## src/rtl/core/csvt_pkg.sv

```systemverilog
`default_nettype none
package csvt_pkg;

  localparam int FIELD_LIMIT_DEF = 64;
  localparam int QUEUE_DEPTH_DEF = 4;

  localparam int BYTE_W = 8;
  localparam int KIND_W = 3;
  localparam int IDX_W  = 6;

  localparam logic [KIND_W-1:0] EV_VALUE      = 3'd0;
  localparam logic [KIND_W-1:0] EV_FIELD_END  = 3'd1;
  localparam logic [KIND_W-1:0] EV_RECORD_END = 3'd2;
  localparam logic [KIND_W-1:0] EV_INPUT_END  = 3'd3;
  localparam logic [KIND_W-1:0] EV_MALFORMED  = 3'd4;

  localparam logic [BYTE_W-1:0] CH_COMMA = 8'h2c;
  localparam logic [BYTE_W-1:0] CH_QUOTE = 8'h22;
  localparam logic [BYTE_W-1:0] CH_LF    = 8'h0a;
  localparam logic [BYTE_W-1:0] CH_CR    = 8'h0d;
  localparam logic [BYTE_W-1:0] CH_NUL   = 8'h00;

  typedef struct packed {
    logic [KIND_W-1:0] kind;
    logic [BYTE_W-1:0] value;
    logic [IDX_W-1:0]  idx;
  } event_t;

  // one entry per input beat that produced results
  typedef struct packed {
    logic   two;
    event_t ev0;
    event_t ev1;
  } pkt_t;

endpackage
`default_nettype wire

```

## src/rtl/core/csvt_in_if.sv

```systemverilog
`default_nettype none
interface csvt_in_if;
  logic                          valid;
  logic                          ready;
  logic [csvt_pkg::BYTE_W-1:0]   data_byte;
  logic                          end_of_text;

  modport source (output valid, output data_byte, output end_of_text, input ready);
  modport sink   (input valid, input data_byte, input end_of_text, output ready);
endinterface
`default_nettype wire

```

## src/rtl/core/csvt_out_if.sv

```systemverilog
`default_nettype none
interface csvt_out_if;
  logic                          valid;
  logic                          ready;
  logic [csvt_pkg::KIND_W-1:0]   event_kind;
  logic [csvt_pkg::BYTE_W-1:0]   value_byte;
  logic [csvt_pkg::IDX_W-1:0]    field_index;
  logic                          last_of_run;

  modport source (output valid, output event_kind, output value_byte, output field_index,
                  output last_of_run, input ready);
  modport sink   (input valid, input event_kind, input value_byte, input field_index,
                  input last_of_run, output ready);
endinterface
`default_nettype wire

```

## src/rtl/core/csv_field_tokenizer_unit.sv

```systemverilog
// csv field tokenizer
// in_ch: one text byte per beat (data_byte), or an end-of-input beat with
//   end_of_text set; data_byte is then ignored
// out_ch: event beats (value byte, field end, record end, input end, malformed)
//   with the unescaped byte, field index and last_of_run on the final beat of
//   each input beat; input beats that give no event give no output beat
// each input beat gives zero, one or two output beats; end of input always
//   gives an input-end beat last and returns the parser to its reset state
// path: the classify logic writes the event queue at the edge that takes an
//   input beat; the back end loads the output register from the queue head
//   when the register is empty or its beat is being taken
// throughput: one input beat per cycle while output is taken; a beat with two
//   events takes the output register twice, and the queue of
//   QUEUE_DEPTH entries absorbs that until it fills
// receiver stall: out_ch holds its beat; the parser keeps taking input until
//   the queue is full, then drops in_ch.ready
// reset: synchronous, active low on rst_n; clears parser state, queue and
//   output valid; no clearing pass is needed
`default_nettype none
module csv_field_tokenizer_unit #(
  parameter int FIELD_LIMIT = csvt_pkg::FIELD_LIMIT_DEF,
  parameter int QUEUE_DEPTH = csvt_pkg::QUEUE_DEPTH_DEF
) (
  input  wire logic  clk,
  input  wire logic  rst_n,
  csvt_in_if.sink    in_ch,
  csvt_out_if.source out_ch
);

  logic           q_push, q_pop, q_full, q_nonempty;
  csvt_pkg::pkt_t q_pkt, q_head;

  csvt_front #(.FIELD_LIMIT(FIELD_LIMIT)) u_front (
    .clk    (clk),
    .rst_n  (rst_n),
    .in_ch  (in_ch),
    .q_full (q_full),
    .q_push (q_push),
    .q_pkt  (q_pkt)
  );

  csvt_queue #(.DEPTH(QUEUE_DEPTH)) u_queue (
    .clk      (clk),
    .rst_n    (rst_n),
    .push     (q_push),
    .push_pkt (q_pkt),
    .pop      (q_pop),
    .full     (q_full),
    .nonempty (q_nonempty),
    .head     (q_head)
  );

  csvt_back u_back (
    .clk        (clk),
    .rst_n      (rst_n),
    .q_nonempty (q_nonempty),
    .q_head     (q_head),
    .q_pop      (q_pop),
    .out_ch     (out_ch)
  );

endmodule
`default_nettype wire

```

## src/rtl/core/csvt_front.sv

```systemverilog
`default_nettype none
module csvt_front #(
  parameter int FIELD_LIMIT = csvt_pkg::FIELD_LIMIT_DEF
) (
  input  wire logic      clk,
  input  wire logic      rst_n,
  csvt_in_if.sink        in_ch,
  input  wire logic      q_full,
  output logic           q_push,
  output csvt_pkg::pkt_t q_pkt
);

  localparam int CW = $clog2(FIELD_LIMIT);
  localparam int XW = (CW > csvt_pkg::IDX_W) ? CW : csvt_pkg::IDX_W;

  localparam logic [2:0] MODE_START      = 3'd0;
  localparam logic [2:0] MODE_UNQUOTED   = 3'd1;
  localparam logic [2:0] MODE_QUOTED     = 3'd2;
  localparam logic [2:0] MODE_QUOTE_SEEN = 3'd3;
  localparam logic [2:0] MODE_CR_SEEN    = 3'd4;
  localparam logic [2:0] MODE_MALFORMED  = 3'd5;

  logic [2:0]    mode_r, mode_nxt;
  logic          open_r, open_nxt;
  logic [CW-1:0] cnt_r, cnt_nxt;

  logic                          accept;
  logic [csvt_pkg::BYTE_W-1:0]   b;
  logic [XW-1:0]                 cnt_x;
  logic [csvt_pkg::IDX_W-1:0]    idx;
  logic                          at_limit;
  logic do_malf, do_fend, do_rend, do_value, pre_ev;
  csvt_pkg::event_t              pre;

  assign in_ch.ready = !q_full;
  assign accept      = in_ch.valid && !q_full;
  assign b           = in_ch.data_byte;
  assign cnt_x       = XW'(cnt_r);
  assign idx         = cnt_x[csvt_pkg::IDX_W-1:0];
  assign at_limit    = ({1'b0, cnt_r} + (CW+1)'(1)) >= (CW+1)'(FIELD_LIMIT);

  always_comb begin
    mode_nxt = mode_r;
    open_nxt = open_r;
    cnt_nxt  = cnt_r;
    do_malf  = 1'b0;
    do_fend  = 1'b0;
    do_rend  = 1'b0;
    do_value = 1'b0;
    pre_ev   = 1'b0;
    pre      = '0;
    q_pkt    = '0;
    q_push   = 1'b0;
    if (in_ch.end_of_text) begin
      case (mode_r)
        MODE_MALFORMED: pre_ev = 1'b0;
        MODE_QUOTED, MODE_CR_SEEN: begin
          pre_ev   = 1'b1;
          pre.kind = csvt_pkg::EV_MALFORMED;
        end
        MODE_UNQUOTED, MODE_QUOTE_SEEN: begin
          pre_ev   = 1'b1;
          pre.kind = csvt_pkg::EV_RECORD_END;
        end
        default: begin
          pre_ev   = open_r;
          pre.kind = csvt_pkg::EV_RECORD_END;
        end
      endcase
      pre.idx = idx;
      if (pre_ev) begin
        q_pkt.two      = 1'b1;
        q_pkt.ev0      = pre;
        q_pkt.ev1.kind = csvt_pkg::EV_INPUT_END;
      end else begin
        q_pkt.ev0.kind = csvt_pkg::EV_INPUT_END;
      end
      q_push   = accept;
      mode_nxt = MODE_START;
      open_nxt = 1'b0;
      cnt_nxt  = '0;
    end else if (mode_r != MODE_MALFORMED) begin
      open_nxt = 1'b1;
      if (b == csvt_pkg::CH_NUL) begin
        do_malf = 1'b1;
      end else begin
        case (mode_r)
          MODE_UNQUOTED: begin
            if (b == csvt_pkg::CH_QUOTE) do_malf = 1'b1;
            else if (b == csvt_pkg::CH_COMMA) do_fend = 1'b1;
            else if (b == csvt_pkg::CH_LF) do_rend = 1'b1;
            else if (b == csvt_pkg::CH_CR) mode_nxt = MODE_CR_SEEN;
            else do_value = 1'b1;
          end
          MODE_QUOTED: begin
            if (b == csvt_pkg::CH_QUOTE) mode_nxt = MODE_QUOTE_SEEN;
            else if (b == csvt_pkg::CH_LF || b == csvt_pkg::CH_CR) do_malf = 1'b1;
            else do_value = 1'b1;
          end
          MODE_QUOTE_SEEN: begin
            if (b == csvt_pkg::CH_QUOTE) begin
              do_value = 1'b1;
              mode_nxt = MODE_QUOTED;
            end else if (b == csvt_pkg::CH_COMMA) do_fend = 1'b1;
            else if (b == csvt_pkg::CH_LF) do_rend = 1'b1;
            else if (b == csvt_pkg::CH_CR) mode_nxt = MODE_CR_SEEN;
            else do_malf = 1'b1;
          end
          MODE_CR_SEEN: begin
            if (b == csvt_pkg::CH_LF) do_rend = 1'b1;
            else do_malf = 1'b1;
          end
          default: begin
            if (b == csvt_pkg::CH_QUOTE) mode_nxt = MODE_QUOTED;
            else if (b == csvt_pkg::CH_COMMA) do_fend = 1'b1;
            else if (b == csvt_pkg::CH_LF) do_rend = 1'b1;
            else if (b == csvt_pkg::CH_CR) mode_nxt = MODE_CR_SEEN;
            else begin
              do_value = 1'b1;
              mode_nxt = MODE_UNQUOTED;
            end
          end
        endcase
      end
      q_pkt.ev0.idx = idx;
      if (do_malf || (do_fend && at_limit)) begin
        q_pkt.ev0.kind = csvt_pkg::EV_MALFORMED;
        mode_nxt       = MODE_MALFORMED;
        q_push         = accept;
      end else if (do_fend) begin
        q_pkt.ev0.kind = csvt_pkg::EV_FIELD_END;
        cnt_nxt        = cnt_r + CW'(1);
        mode_nxt       = MODE_START;
        q_push         = accept;
      end else if (do_rend) begin
        q_pkt.ev0.kind = csvt_pkg::EV_RECORD_END;
        cnt_nxt        = '0;
        open_nxt       = 1'b0;
        mode_nxt       = MODE_START;
        q_push         = accept;
      end else if (do_value) begin
        q_pkt.ev0.kind  = csvt_pkg::EV_VALUE;
        q_pkt.ev0.value = b;
        q_push          = accept;
      end
    end
  end

  always_ff @(posedge clk) begin
    if (!rst_n) begin
      mode_r <= MODE_START;
      open_r <= 1'b0;
      cnt_r  <= '0;
    end else if (accept) begin
      mode_r <= mode_nxt;
      open_r <= open_nxt;
      cnt_r  <= cnt_nxt;
    end
  end

`ifndef SYNTHESIS
  a_eot_resets: assert property (@(posedge clk) disable iff (!rst_n)
    accept && in_ch.end_of_text |=> mode_r == MODE_START && cnt_r == '0 && !open_r)
    else $error("state not cleared after end of input");
  a_eot_pushes: assert property (@(posedge clk) disable iff (!rst_n)
    accept && in_ch.end_of_text |-> q_push)
    else $error("end of input produced no entry");
  a_cnt_range: assert property (@(posedge clk) disable iff (!rst_n)
    (CW+1)'(cnt_r) < (CW+1)'(FIELD_LIMIT))
    else $error("field counter past limit");
`endif

endmodule
`default_nettype wire

```

## src/rtl/core/csvt_queue.sv

```systemverilog
`default_nettype none
module csvt_queue #(
  parameter int DEPTH = csvt_pkg::QUEUE_DEPTH_DEF
) (
  input  wire logic            clk,
  input  wire logic            rst_n,
  input  wire logic            push,
  input  wire csvt_pkg::pkt_t  push_pkt,
  input  wire logic            pop,
  output logic                 full,
  output logic                 nonempty,
  output csvt_pkg::pkt_t       head
);

  localparam int PW = $clog2(DEPTH);
  localparam int NW = $clog2(DEPTH + 1);

  csvt_pkg::pkt_t mem_r [DEPTH];
  logic [PW-1:0]  wp_r, wp_nxt, rp_r, rp_nxt;
  logic [NW-1:0]  cnt_r, cnt_nxt;

  assign full     = cnt_r == NW'(DEPTH);
  assign nonempty = cnt_r != '0;
  assign head     = mem_r[rp_r];

  always_comb begin
    wp_nxt  = (wp_r == PW'(DEPTH - 1)) ? '0 : wp_r + PW'(1);
    rp_nxt  = (rp_r == PW'(DEPTH - 1)) ? '0 : rp_r + PW'(1);
    cnt_nxt = cnt_r;
    if (push && !pop) cnt_nxt = cnt_r + NW'(1);
    else if (pop && !push) cnt_nxt = cnt_r - NW'(1);
  end

  always_ff @(posedge clk) begin
    if (!rst_n) begin
      wp_r  <= '0;
      rp_r  <= '0;
      cnt_r <= '0;
    end else begin
      if (push) wp_r <= wp_nxt;
      if (pop) rp_r <= rp_nxt;
      cnt_r <= cnt_nxt;
    end
  end

  always_ff @(posedge clk) begin
    if (push) mem_r[wp_r] <= push_pkt;
  end

`ifndef SYNTHESIS
  a_no_overflow: assert property (@(posedge clk) disable iff (!rst_n) push |-> !full)
    else $error("push into full queue");
  a_no_underflow: assert property (@(posedge clk) disable iff (!rst_n) pop |-> nonempty)
    else $error("pop from empty queue");
  a_cnt_bound: assert property (@(posedge clk) disable iff (!rst_n) cnt_r <= NW'(DEPTH))
    else $error("queue count out of range");
`endif

endmodule
`default_nettype wire

```

## src/rtl/core/csvt_back.sv

```systemverilog
`default_nettype none
module csvt_back (
  input  wire logic            clk,
  input  wire logic            rst_n,
  input  wire logic            q_nonempty,
  input  wire csvt_pkg::pkt_t  q_head,
  output logic                 q_pop,
  csvt_out_if.source           out_ch
);

  logic                          valid_r;
  logic                          half_r, half_nxt;
  logic                          load;
  csvt_pkg::event_t              ev_r, ev_nxt;
  logic                          last_r, last_nxt;

  assign load = (!valid_r || out_ch.ready) && q_nonempty;

  always_comb begin
    half_nxt = half_r;
    q_pop    = 1'b0;
    if (half_r) begin
      ev_nxt   = q_head.ev1;
      last_nxt = 1'b1;
      if (load) begin
        half_nxt = 1'b0;
        q_pop    = 1'b1;
      end
    end else begin
      ev_nxt   = q_head.ev0;
      last_nxt = !q_head.two;
      if (load) begin
        half_nxt = q_head.two;
        q_pop    = !q_head.two;
      end
    end
  end

  always_ff @(posedge clk) begin
    if (!rst_n) begin
      valid_r <= 1'b0;
      half_r  <= 1'b0;
    end else begin
      half_r <= half_nxt;
      if (load) valid_r <= 1'b1;
      else if (out_ch.ready) valid_r <= 1'b0;
    end
  end

  always_ff @(posedge clk) begin
    if (load) begin
      ev_r   <= ev_nxt;
      last_r <= last_nxt;
    end
  end

  assign out_ch.valid       = valid_r;
  assign out_ch.event_kind  = ev_r.kind;
  assign out_ch.value_byte  = ev_r.value;
  assign out_ch.field_index = ev_r.idx;
  assign out_ch.last_of_run = last_r;

`ifndef SYNTHESIS
  a_half_has_head: assert property (@(posedge clk) disable iff (!rst_n) half_r |-> q_nonempty)
    else $error("second beat pending with empty queue");
  a_half_follows: assert property (@(posedge clk) disable iff (!rst_n)
    half_r |-> valid_r && !last_r)
    else $error("second beat pending without first beat shown");
  a_pop_on_last: assert property (@(posedge clk) disable iff (!rst_n)
    q_pop |-> load && last_nxt)
    else $error("entry popped before its final beat");
`endif

endmodule
`default_nettype wire

```

## src/flat_wrapper.sv

```systemverilog
// flat-port wrapper written by rule: the top's interface ports become plain ports
module csv_field_tokenizer_unit_flat 
#(
  parameter int FIELD_LIMIT = csvt_pkg::FIELD_LIMIT_DEF,
  parameter int QUEUE_DEPTH = csvt_pkg::QUEUE_DEPTH_DEF
)
  (clk, rst_n, in_ch_valid, in_ch_data_byte, in_ch_end_of_text, in_ch_ready, out_ch_valid, out_ch_event_kind, out_ch_value_byte, out_ch_field_index, out_ch_last_of_run, out_ch_ready);
  csvt_in_if in_ch_i ();
  csvt_out_if out_ch_i ();
  input  wire logic clk;
  input  wire logic rst_n;
  input wire logic [$bits(in_ch_i.valid)-1:0] in_ch_valid;
  input wire logic [$bits(in_ch_i.data_byte)-1:0] in_ch_data_byte;
  input wire logic [$bits(in_ch_i.end_of_text)-1:0] in_ch_end_of_text;
  output wire logic [$bits(in_ch_i.ready)-1:0] in_ch_ready;
  output wire logic [$bits(out_ch_i.valid)-1:0] out_ch_valid;
  output wire logic [$bits(out_ch_i.event_kind)-1:0] out_ch_event_kind;
  output wire logic [$bits(out_ch_i.value_byte)-1:0] out_ch_value_byte;
  output wire logic [$bits(out_ch_i.field_index)-1:0] out_ch_field_index;
  output wire logic [$bits(out_ch_i.last_of_run)-1:0] out_ch_last_of_run;
  input wire logic [$bits(out_ch_i.ready)-1:0] out_ch_ready;
  assign in_ch_i.valid = in_ch_valid;
  assign in_ch_i.data_byte = in_ch_data_byte;
  assign in_ch_i.end_of_text = in_ch_end_of_text;
  assign in_ch_ready = in_ch_i.ready;
  assign out_ch_valid = out_ch_i.valid;
  assign out_ch_event_kind = out_ch_i.event_kind;
  assign out_ch_value_byte = out_ch_i.value_byte;
  assign out_ch_field_index = out_ch_i.field_index;
  assign out_ch_last_of_run = out_ch_i.last_of_run;
  assign out_ch_i.ready = out_ch_ready;
  csv_field_tokenizer_unit #(.FIELD_LIMIT(FIELD_LIMIT), .QUEUE_DEPTH(QUEUE_DEPTH)) u_core (.clk(clk), .rst_n(rst_n), .in_ch(in_ch_i), .out_ch(out_ch_i));
endmodule
```

## config.mk

```make
export PLATFORM = sky130hd
export DESIGN_NAME = csv_field_tokenizer_unit_flat
export DESIGN_NICKNAME = d
export VERILOG_FILES = /design/src/rtl/core/csvt_pkg.sv /design/src/rtl/core/csvt_in_if.sv /design/src/rtl/core/csvt_out_if.sv /design/src/rtl/core/csv_field_tokenizer_unit.sv /design/src/rtl/core/csvt_front.sv /design/src/rtl/core/csvt_queue.sv /design/src/rtl/core/csvt_back.sv /design/src/flat_wrapper.sv
export SDC_FILE = /design/constraint.sdc
export NUM_CORES = 1
export LEC_CHECK = 0
export BUFFER_PORTS_ARGS = -buffer_cell sky130_fd_sc_hd__clkbuf_2
export CAP_MARGIN = 15
export CORE_ASPECT_RATIO = 1.2
export CORE_MARGIN = 3
export CORE_UTILIZATION = 48
export CTS_BUF_LIST = sky130_fd_sc_hd__clkbuf_4 sky130_fd_sc_hd__clkbuf_8
export DETAILED_ROUTE_END_ITERATION = 12
export SYNTH_ARGS = -nofsm -noshare
export SYNTH_HDL_FRONTEND = slang
export SYNTH_HIERARCHICAL = 1
export SYNTH_SLANG_ARGS = --single-unit
```

## constraint.sdc

```tcl
create_clock -name clk -period 4.6 [get_ports clk]
set_clock_uncertainty 0.15 [all_clocks]
set_input_delay 0.46 -clock clk [delete_from_list [all_inputs] [get_ports clk]]
set_output_delay 0.46 -clock clk [all_outputs]
set_load 0.02 [all_outputs]
```

---- After elaboration in Yosys (flattened, before gate mapping) ----
Memories as Yosys holds them, arrays and structs flattened. A register that Yosys moved wholly into a read port is not among the register bits.
Cells that the tools add are included.
storage, ports and cells
  flip-flop bits (word level) ............. 37
  logic and storage cells ................. 162
  output and inout bits ................... 20
  input port bits ......................... 13
  memories kept ........................... 1
  bits in writable memories ............... 84
cells by class
  reduce and logical (&&, ||, !) cells .... 24
  add/sub/neg operators ................... 6
  eq/ne operators ......................... 20
  mux-type cells .......................... 98
  magnitude comparators ................... 1
memories
  name                  depth  bits a word  read ports  clocked after Yosys merged registers in  wr ports  line              source
  u_core.u_queue.mem_r  4      21           1           1                                        1         csvt_queue.sv:18  csvt_pkg::pkt_t mem_r [DEPTH];
operators with widths
  cell                 count
  $mux 3               21
  $mux 1               52
  $mux 17              3
  $mux 8               4
  $mux 6               5
  $eq 8x4->1 const B   2
  $eq 8x6->1 const B   2
  $ne 8x3->1 const B   2
  $mux 2               6
  $ne 6x6->1 const B   2
  $pmux 3 s4           1
  $eq 3x3->1 const B   3
  $mux 9               1
  $logic_not 8->1      1
  $reduce_and 8->1     1
  $add 6x1->7 const B  1
  $ge 7x7->1 const B   1
  $add 6x1->6 const B  1
  $eq 3x2->1 const B   2
  $pmux 3 s2           1
  $reduce_bool 2->1    3
  $reduce_bool 3->1    2
  $logic_and 1x1->1    5
  $logic_not 1->1      5
  17 further kinds     22

---- Longest topological paths before layout ----
  depth in word-level cells ............... 19
  mapped depth ............................ 14

---- Modules after synthesis ----
Netlist, hierarchy kept.
modules (own cells, without submodules)
  module      area an instance (sq um)  cells an instance  instances
  csvt_queue  5561.6                    227                1
  csvt_front  1466.4                    204                1
  csvt_back   895.9                     50                 1

---- Worst setup path before layout ----
No wires, ideal clock.
  kind .................................... in2reg
  start point ............................. input port in_ch_data_byte[3]
  end point ............................... memory u_core/u_queue/mem_r[0][0] in the netlist's numbering (enable)
  slack ................................... 1.055 ns
  data arrival time ....................... 3.000 ns
  required time ........................... 4.055 ns
  stages .................................. 8
  path through ............................ buf_2 -> and4b_1 -> o2111ai_1 -> o31ai_2 -> nor3_4 -> buf_6 -> a31oi_1 -> and2_1
between the ends
  cells in the longest elaborated chain, start to end .. 17
  elaborated cells on any way between the ends .. 47
  classes of those cells .................. eq/ne (4); mux (39); reduce/logical (4)
ends and longest elaborated chain
  element                         line                                                    source
  start, declared                 flat_wrapper.sv:13                                      input wire logic [$bits(in_ch_i.data_byte)-1:0] in_ch_data_byte;
  $eq 8x4->1                      n/a
  $mux 1                          csvt_front.sv:92, csvt_front.sv:106, csvt_front.sv:117
  $mux 1                          csvt_front.sv:105                                       else if (b == csvt_pkg::CH_LF) do_rend = 1'b1;
  $mux 1                          csvt_front.sv:90                                        else if (b == csvt_pkg::CH_COMMA) do_fend = 1'b1;
  $mux 1                          csvt_front.sv:89                                        if (b == csvt_pkg::CH_QUOTE) do_malf = 1'b1;
  $pmux 1 s3                      csvt_front.sv:87                                        case (mode_r)
  $mux 1                          csvt_front.sv:84                                        if (b == csvt_pkg::CH_NUL) begin
  $mux 1                          csvt_front.sv:82                                        end else if (mode_r != MODE_MALFORMED) begin
  [2 not listed]                  n/a
  $mux 1                          csvt_front.sv:135                                       end else if (do_rend) begin
  $mux 1                          csvt_front.sv:130                                       end else if (do_fend) begin
  $mux 1 *                        csvt_front.sv:126                                       if (do_malf || (do_fend && at_limit)) begin
  $mux 1 *                        csvt_front.sv:82
  $mux 1 *                        csvt_front.sv:54                                        if (in_ch.end_of_text) begin
  net u_core.q_push               csv_field_tokenizer_unit.sv:30                          logic q_push, q_pop, q_full, q_nonempty;
  $mux 1 *                        csvt_queue.sv:47                                        if (push) mem_r[wp_r] <= push_pkt;
  $mux 1 (not written as such) *  csvt_queue.sv:47
  end, declared                   csvt_queue.sv:18
The timed path passes the listed nets; every way through them passes the cells marked *. The select of a mux whose other input is x is not followed.

---- Worst setup path in the final report ----
  start point ............................. register u_core.u_front.mode_r[2]
  end point ............................... register u_core.u_queue.cnt_r[2]
between the ends
  cells in the longest elaborated chain, start to end .. 14
  elaborated cells on any way between the ends .. 35
  classes of those cells .................. eq/ne (5); mux (23); reduce/logical (7)
ends and longest elaborated chain
  element                                               line                                  source
  start, declared                                       csvt_front.sv:23                      logic [2:0] mode_r, mode_nxt;
  start signal, assigned                                csvt_front.sv:155                     mode_r <= mode_nxt;
  $eq 3x3->1 / $eq 3x2->1 (equally long branches)       csvt_front.sv:87
  $pmux 1 s3 / $reduce_or 2->1 (equally long branches)  n/a
  $mux 1 (on tied branches)                             n/a
  $mux 1 (on tied branches)                             csvt_front.sv:82, csvt_front.sv:84
  $mux 1 (on tied branches)                             csvt_front.sv:54, csvt_front.sv:82
  $mux 1 (on tied branches)                             csvt_front.sv:141, csvt_front.sv:54
  $mux 1 / $logic_and 1x1->1 (equally long branches)    csvt_front.sv:135, csvt_front.sv:126
  $mux 1 / $logic_or 1x1->1 (equally long branches)     csvt_front.sv:130, csvt_front.sv:126
  $mux 1                                                csvt_front.sv:126
  $mux 1 *                                              csvt_front.sv:82
  $mux 1 *                                              csvt_front.sv:54
  net u_core.q_push                                     csv_field_tokenizer_unit.sv:30
  $logic_not 1->1                                       csvt_queue.sv:31                      else if (pop && !push) cnt_nxt = cnt_r - NW'(1);
  $logic_and 1x1->1                                     csvt_queue.sv:31
  $reduce_bool 2->1 (no line)                           n/a
  end signal, assigned                                  csvt_queue.sv:42                      cnt_r <= cnt_nxt;
  end, declared                                         csvt_queue.sv:20                      logic [NW-1:0] cnt_r, cnt_nxt;
Marks and branches as above.
A chain may end at the register's enable or synchronous reset.

==> reports/results.ini <==
[final_layout]
layout_commonest_cell = edfxtp_1
post_route_cells_drive_above_1_share_pct = 25.3
final_nets = 533
area.growth.synth_to_final_pct = 7.56
insertedDiodeCount = 0
commonest_cells_after_routing_fill_and_taps_aside = edfxtp_1, clkbuf_2, mux4_2
layout.cell_area.non_filler_um2 = 8520
utilization_pct = 53.6

[timing]
final_slew_viol_count = 0
slew_headroom_pct = 45.0
tightestPinTransition_ns = 0.824
final.setup.worst_slack_ns = 0.704
max_clock_freq_mhz = 257
unrepaired_setup_endpoints_after_global_routing = false
setup-violations-final = 0
final.setup.tns_ns = 0
minimum_clock_period_ns = 3.90
hold_violations = 0
layout_worst_path_cycle_share_pct = 84.7

[power]
pwr_density_cell_nw_per_um2 = 510
power.ir.vdd_worst_v = 0.000207
power.static_leakage_nw = 2.89
total_power_mw = 4.35

[route]
postRouteWirelength_um = 13600
routed_via_density = 5.48
drtAntennaViolNets = 0
post_drt_wl_per_cell_um = 18.6
vias = 4019
drtPass1Iterations = 4
post_route_drc = 0
drt_first_iter_violations = 302

[clock_network]
clkTransAtPathRegs_ns = 0.09
clock_root_buffer = clkbuf_8
tritoncts = built
cts.repair_timing.setup_buffer_count = 0
cts_hold_repair.buffers = 0
clk_path_buf_depth = 2
clk_latency_ns = 0.45
htree_num_levels = 4
cts_made_buffers = 17
clock_tree_sinks = 179
cts_resized = 0

[floorplanning]
chipWidth_um = 123
core.rowCount = 50
die_area_um2 = 18100
initial_core_util_pct = 49.9
die_ht_um = 147
fp.coreArea_um2 = 15900
num_io_pins = 33

[synthesis]
largest_family_of_logic_cells_by_synthesized_area = multiplexers
synth_xor_area_share_pct = 0.553
post_synth_and_or_nand_nor_area_fraction_pct = 8.37
syn_area_um2 = 7920
postSynthAreaPerCell_um2 = 16.5
synth-compound-area-share_pct = 5.42
synthAdderAreaFrac_pct = 1.48
post_synth_inst_count = 481
synth_top_flop_cell = edfxtp_1
post_synth_mux_area_share_pct = 13.9
synth-async-reset-ratio_pct = 0
synth_sequential_area_ratio_pct = 65.2
yosys_warnings = 6
synth_cell_types = 67
synth-edff-count = 158
ys_seq_elements = 179

[grt]
grt_max_degree = 36
grt_first_pass_wirelength_um = 22300
grt-ovfl-total = 0
antenna_violations_before_repair = 0
via_count_of_the_first_global_routing_pass = 4201
track_usage_pct = 16.4

[critical_path]
critical_path.endpoint_type = flip-flop
biggest_cell_delay_along_the_critical_path_ns = 0.64
critical_path_peak_fanout = 14
timing.critical_path.required_ns = 4.83
crit_path_dat_ns = 4.12
critical-path-slowest-cell = dfxtp_1
worst-setup-path-type = reg2reg
worstPathCellList = xnor2_1 -> o2111ai_1 -> o31ai_2 -> nor3_4 -> a31oi_1 -> ha_1 -> inv_1 -> fa_1 -> xor2_1 -> or3_1 -> a21boi_0
critical_path_launch_point_type = flip-flop
ff2ff_setup_slack_ns = 0.70

[min_path]
holdCritPathClass = in2reg

[placed_design]
place.gp.congestion = 0.848
detailed_place_hpwl_um = 8620
dpl_cell_area_um2 = 8130
dp_worst_setup_slack_ns = 0.580
io_buffer_count = 32

[outcome]
outcome = complete, no violations

[run]
timing.max_cap.violations = 0

-- per-stage QoR --
step | std cells | hold WS, ns
finish | 733 | 0.146
global route | 733 | 0.132
CTS | 733 | 0.108
detailed placement | 701 | 0.317
global placement | 701 | 0.307
floorplan | 495 | 0.291
-- state kept, by name, indices dropped and copies added, names as in the netlist, named ones only --
register,flops
u_core/u_queue/rp_r,2
u_core/u_back/half_r,1
u_core/u_front/cnt_r,6
u_core/u_front/open_r,1
u_core/u_queue/cnt_r,3
u_core/u_back/out_ch.valid,1
u_core/u_back/out_ch.last_of_run,1
u_core/u_queue/wp_r,2
u_core/u_queue/mem_r,140
u_core/u_back/out_ch.value_byte,8
u_core/u_back/out_ch.field_index,6
u_core/u_front/mode_r,3
u_core/u_back/out_ch.event_kind,3
-- synth_stat cells, types with 3 or more instances --
| library cell | number | area (um^2) |
|---|---|---|
| nand4bb_1 | 3 | 33.8 |
| and2_1 | 20 | 125 |
| buf_2 | 10 | 50.1 |
| inv_1 | 17 | 63.8 |
| o2111ai_1 | 3 | 26.3 |
| a211oi_1 | 4 | 30.0 |
| buf_4 | 17 | 128 |
| nand3_1 | 9 | 45.0 |
| buf_6 | 4 | 45.0 |
| mux4_2 | 30 | 676 |
| o211ai_1 | 4 | 30.0 |
| nor3b_1 | 6 | 45.0 |
| nand2b_1 | 4 | 25.0 |
| nor2_1 | 13 | 48.8 |
| clkbuf_1 | 6 | 22.5 |
| o21ai_0 | 9 | 45.0 |
| edfxtp_1 | 158 | 4740 |
| a31oi_1 | 5 | 31.3 |
| and3_1 | 4 | 25.0 |
| dfxtp_1 | 21 | 420 |
| nor3_1 | 4 | 20.0 |
| mux2i_1 | 6 | 60.1 |
| a41oi_1 | 3 | 26.3 |
| o22ai_1 | 3 | 18.8 |
| xnor2_1 | 3 | 26.3 |
| nor2b_1 | 8 | 50.1 |
| mux2_2 | 9 | 101 |
| a21boi_0 | 4 | 30.0 |
| mux2_4 | 9 | 135 |
| o21ai_1 | 4 | 20.0 |
| or3_1 | 3 | 18.8 |
| nand2_1 | 21 | 78.8 |
| mux4_1 | 5 | 131 |
| a21oi_1 | 5 | 25.0 |
| ha_1 | 7 | 87.6 |
| buf_12 | 4 | 80.1 |
-- final timing paths --
kind	endpoint	start	cells past startpoint
max	u_core/u_queue/cnt_r[2]	u_core/u_front/mode_r[2]	11
min	u_core/u_back/out_ch.valid	out_ch_ready	3
max reg2reg	u_core/u_queue/cnt_r[2]	u_core/u_front/mode_r[2]	11
min reg2reg	u_core/u_front/open_r	u_core/u_front/open_r	2
-- worst max-delay path: cells and delay by family (launching register included) --
family,cells,cell delay (ns)
compound gates,4,1.44
buf+inv,1,0.06
fa+ha+maj,2,0.67
xor+xnor,2,0.40
simple gates,2,0.46
flops,1,0.64
-- per-layer routing --
metal | up-vias | part of all wire, % | GRT usage [%]
li1 | 1902 | - | -
met5 | - | 0 | 0
met1 | 2034 | 44 | 21.6
met3 | 23 | 2.5 | 4.00
met4 | 0 | 2.1 | 6.09
met2 | 60 | 51 | 26.5
-- cell families (layout without fill, tap and decap cells) --
group                    after synthesis  after routing
other                                  1             15
flip-flops                           179            179
AND/OR/NAND/NOR                      110            110
multiplexers                          59             59
adder cells (fa/ha/maj)                9              9
XOR/XNOR                               5              5
buffers and inverters                 60             90
AO/OA/AOI/OAI                         58             58
-- report_power, final --
part	switching (mW)	internal, mW	total (mW)	leakage (nW)
sequential	0.0659	2.06	2.13	1.65
combinational	0.635	0.548	1.18	1.05
clock	0.535	0.501	1.04	0.191
total	1.24	3.11	4.35	2.89
-- area by class of cell --
type | instances | area [um^2]
Multi-Input combinational cell | 256 | 2410
Timing Repair Buffer | 41 | 228
Inverter | 17 | 63.8
Clock buffer | 19 | 255
Fill cell | 1313 | 7370
Tap cell | 208 | 260
Sequential cell | 179 | 5170
Clock inverter | 13 | 136
Note: power is estimated with default switching activity, not from simulation.
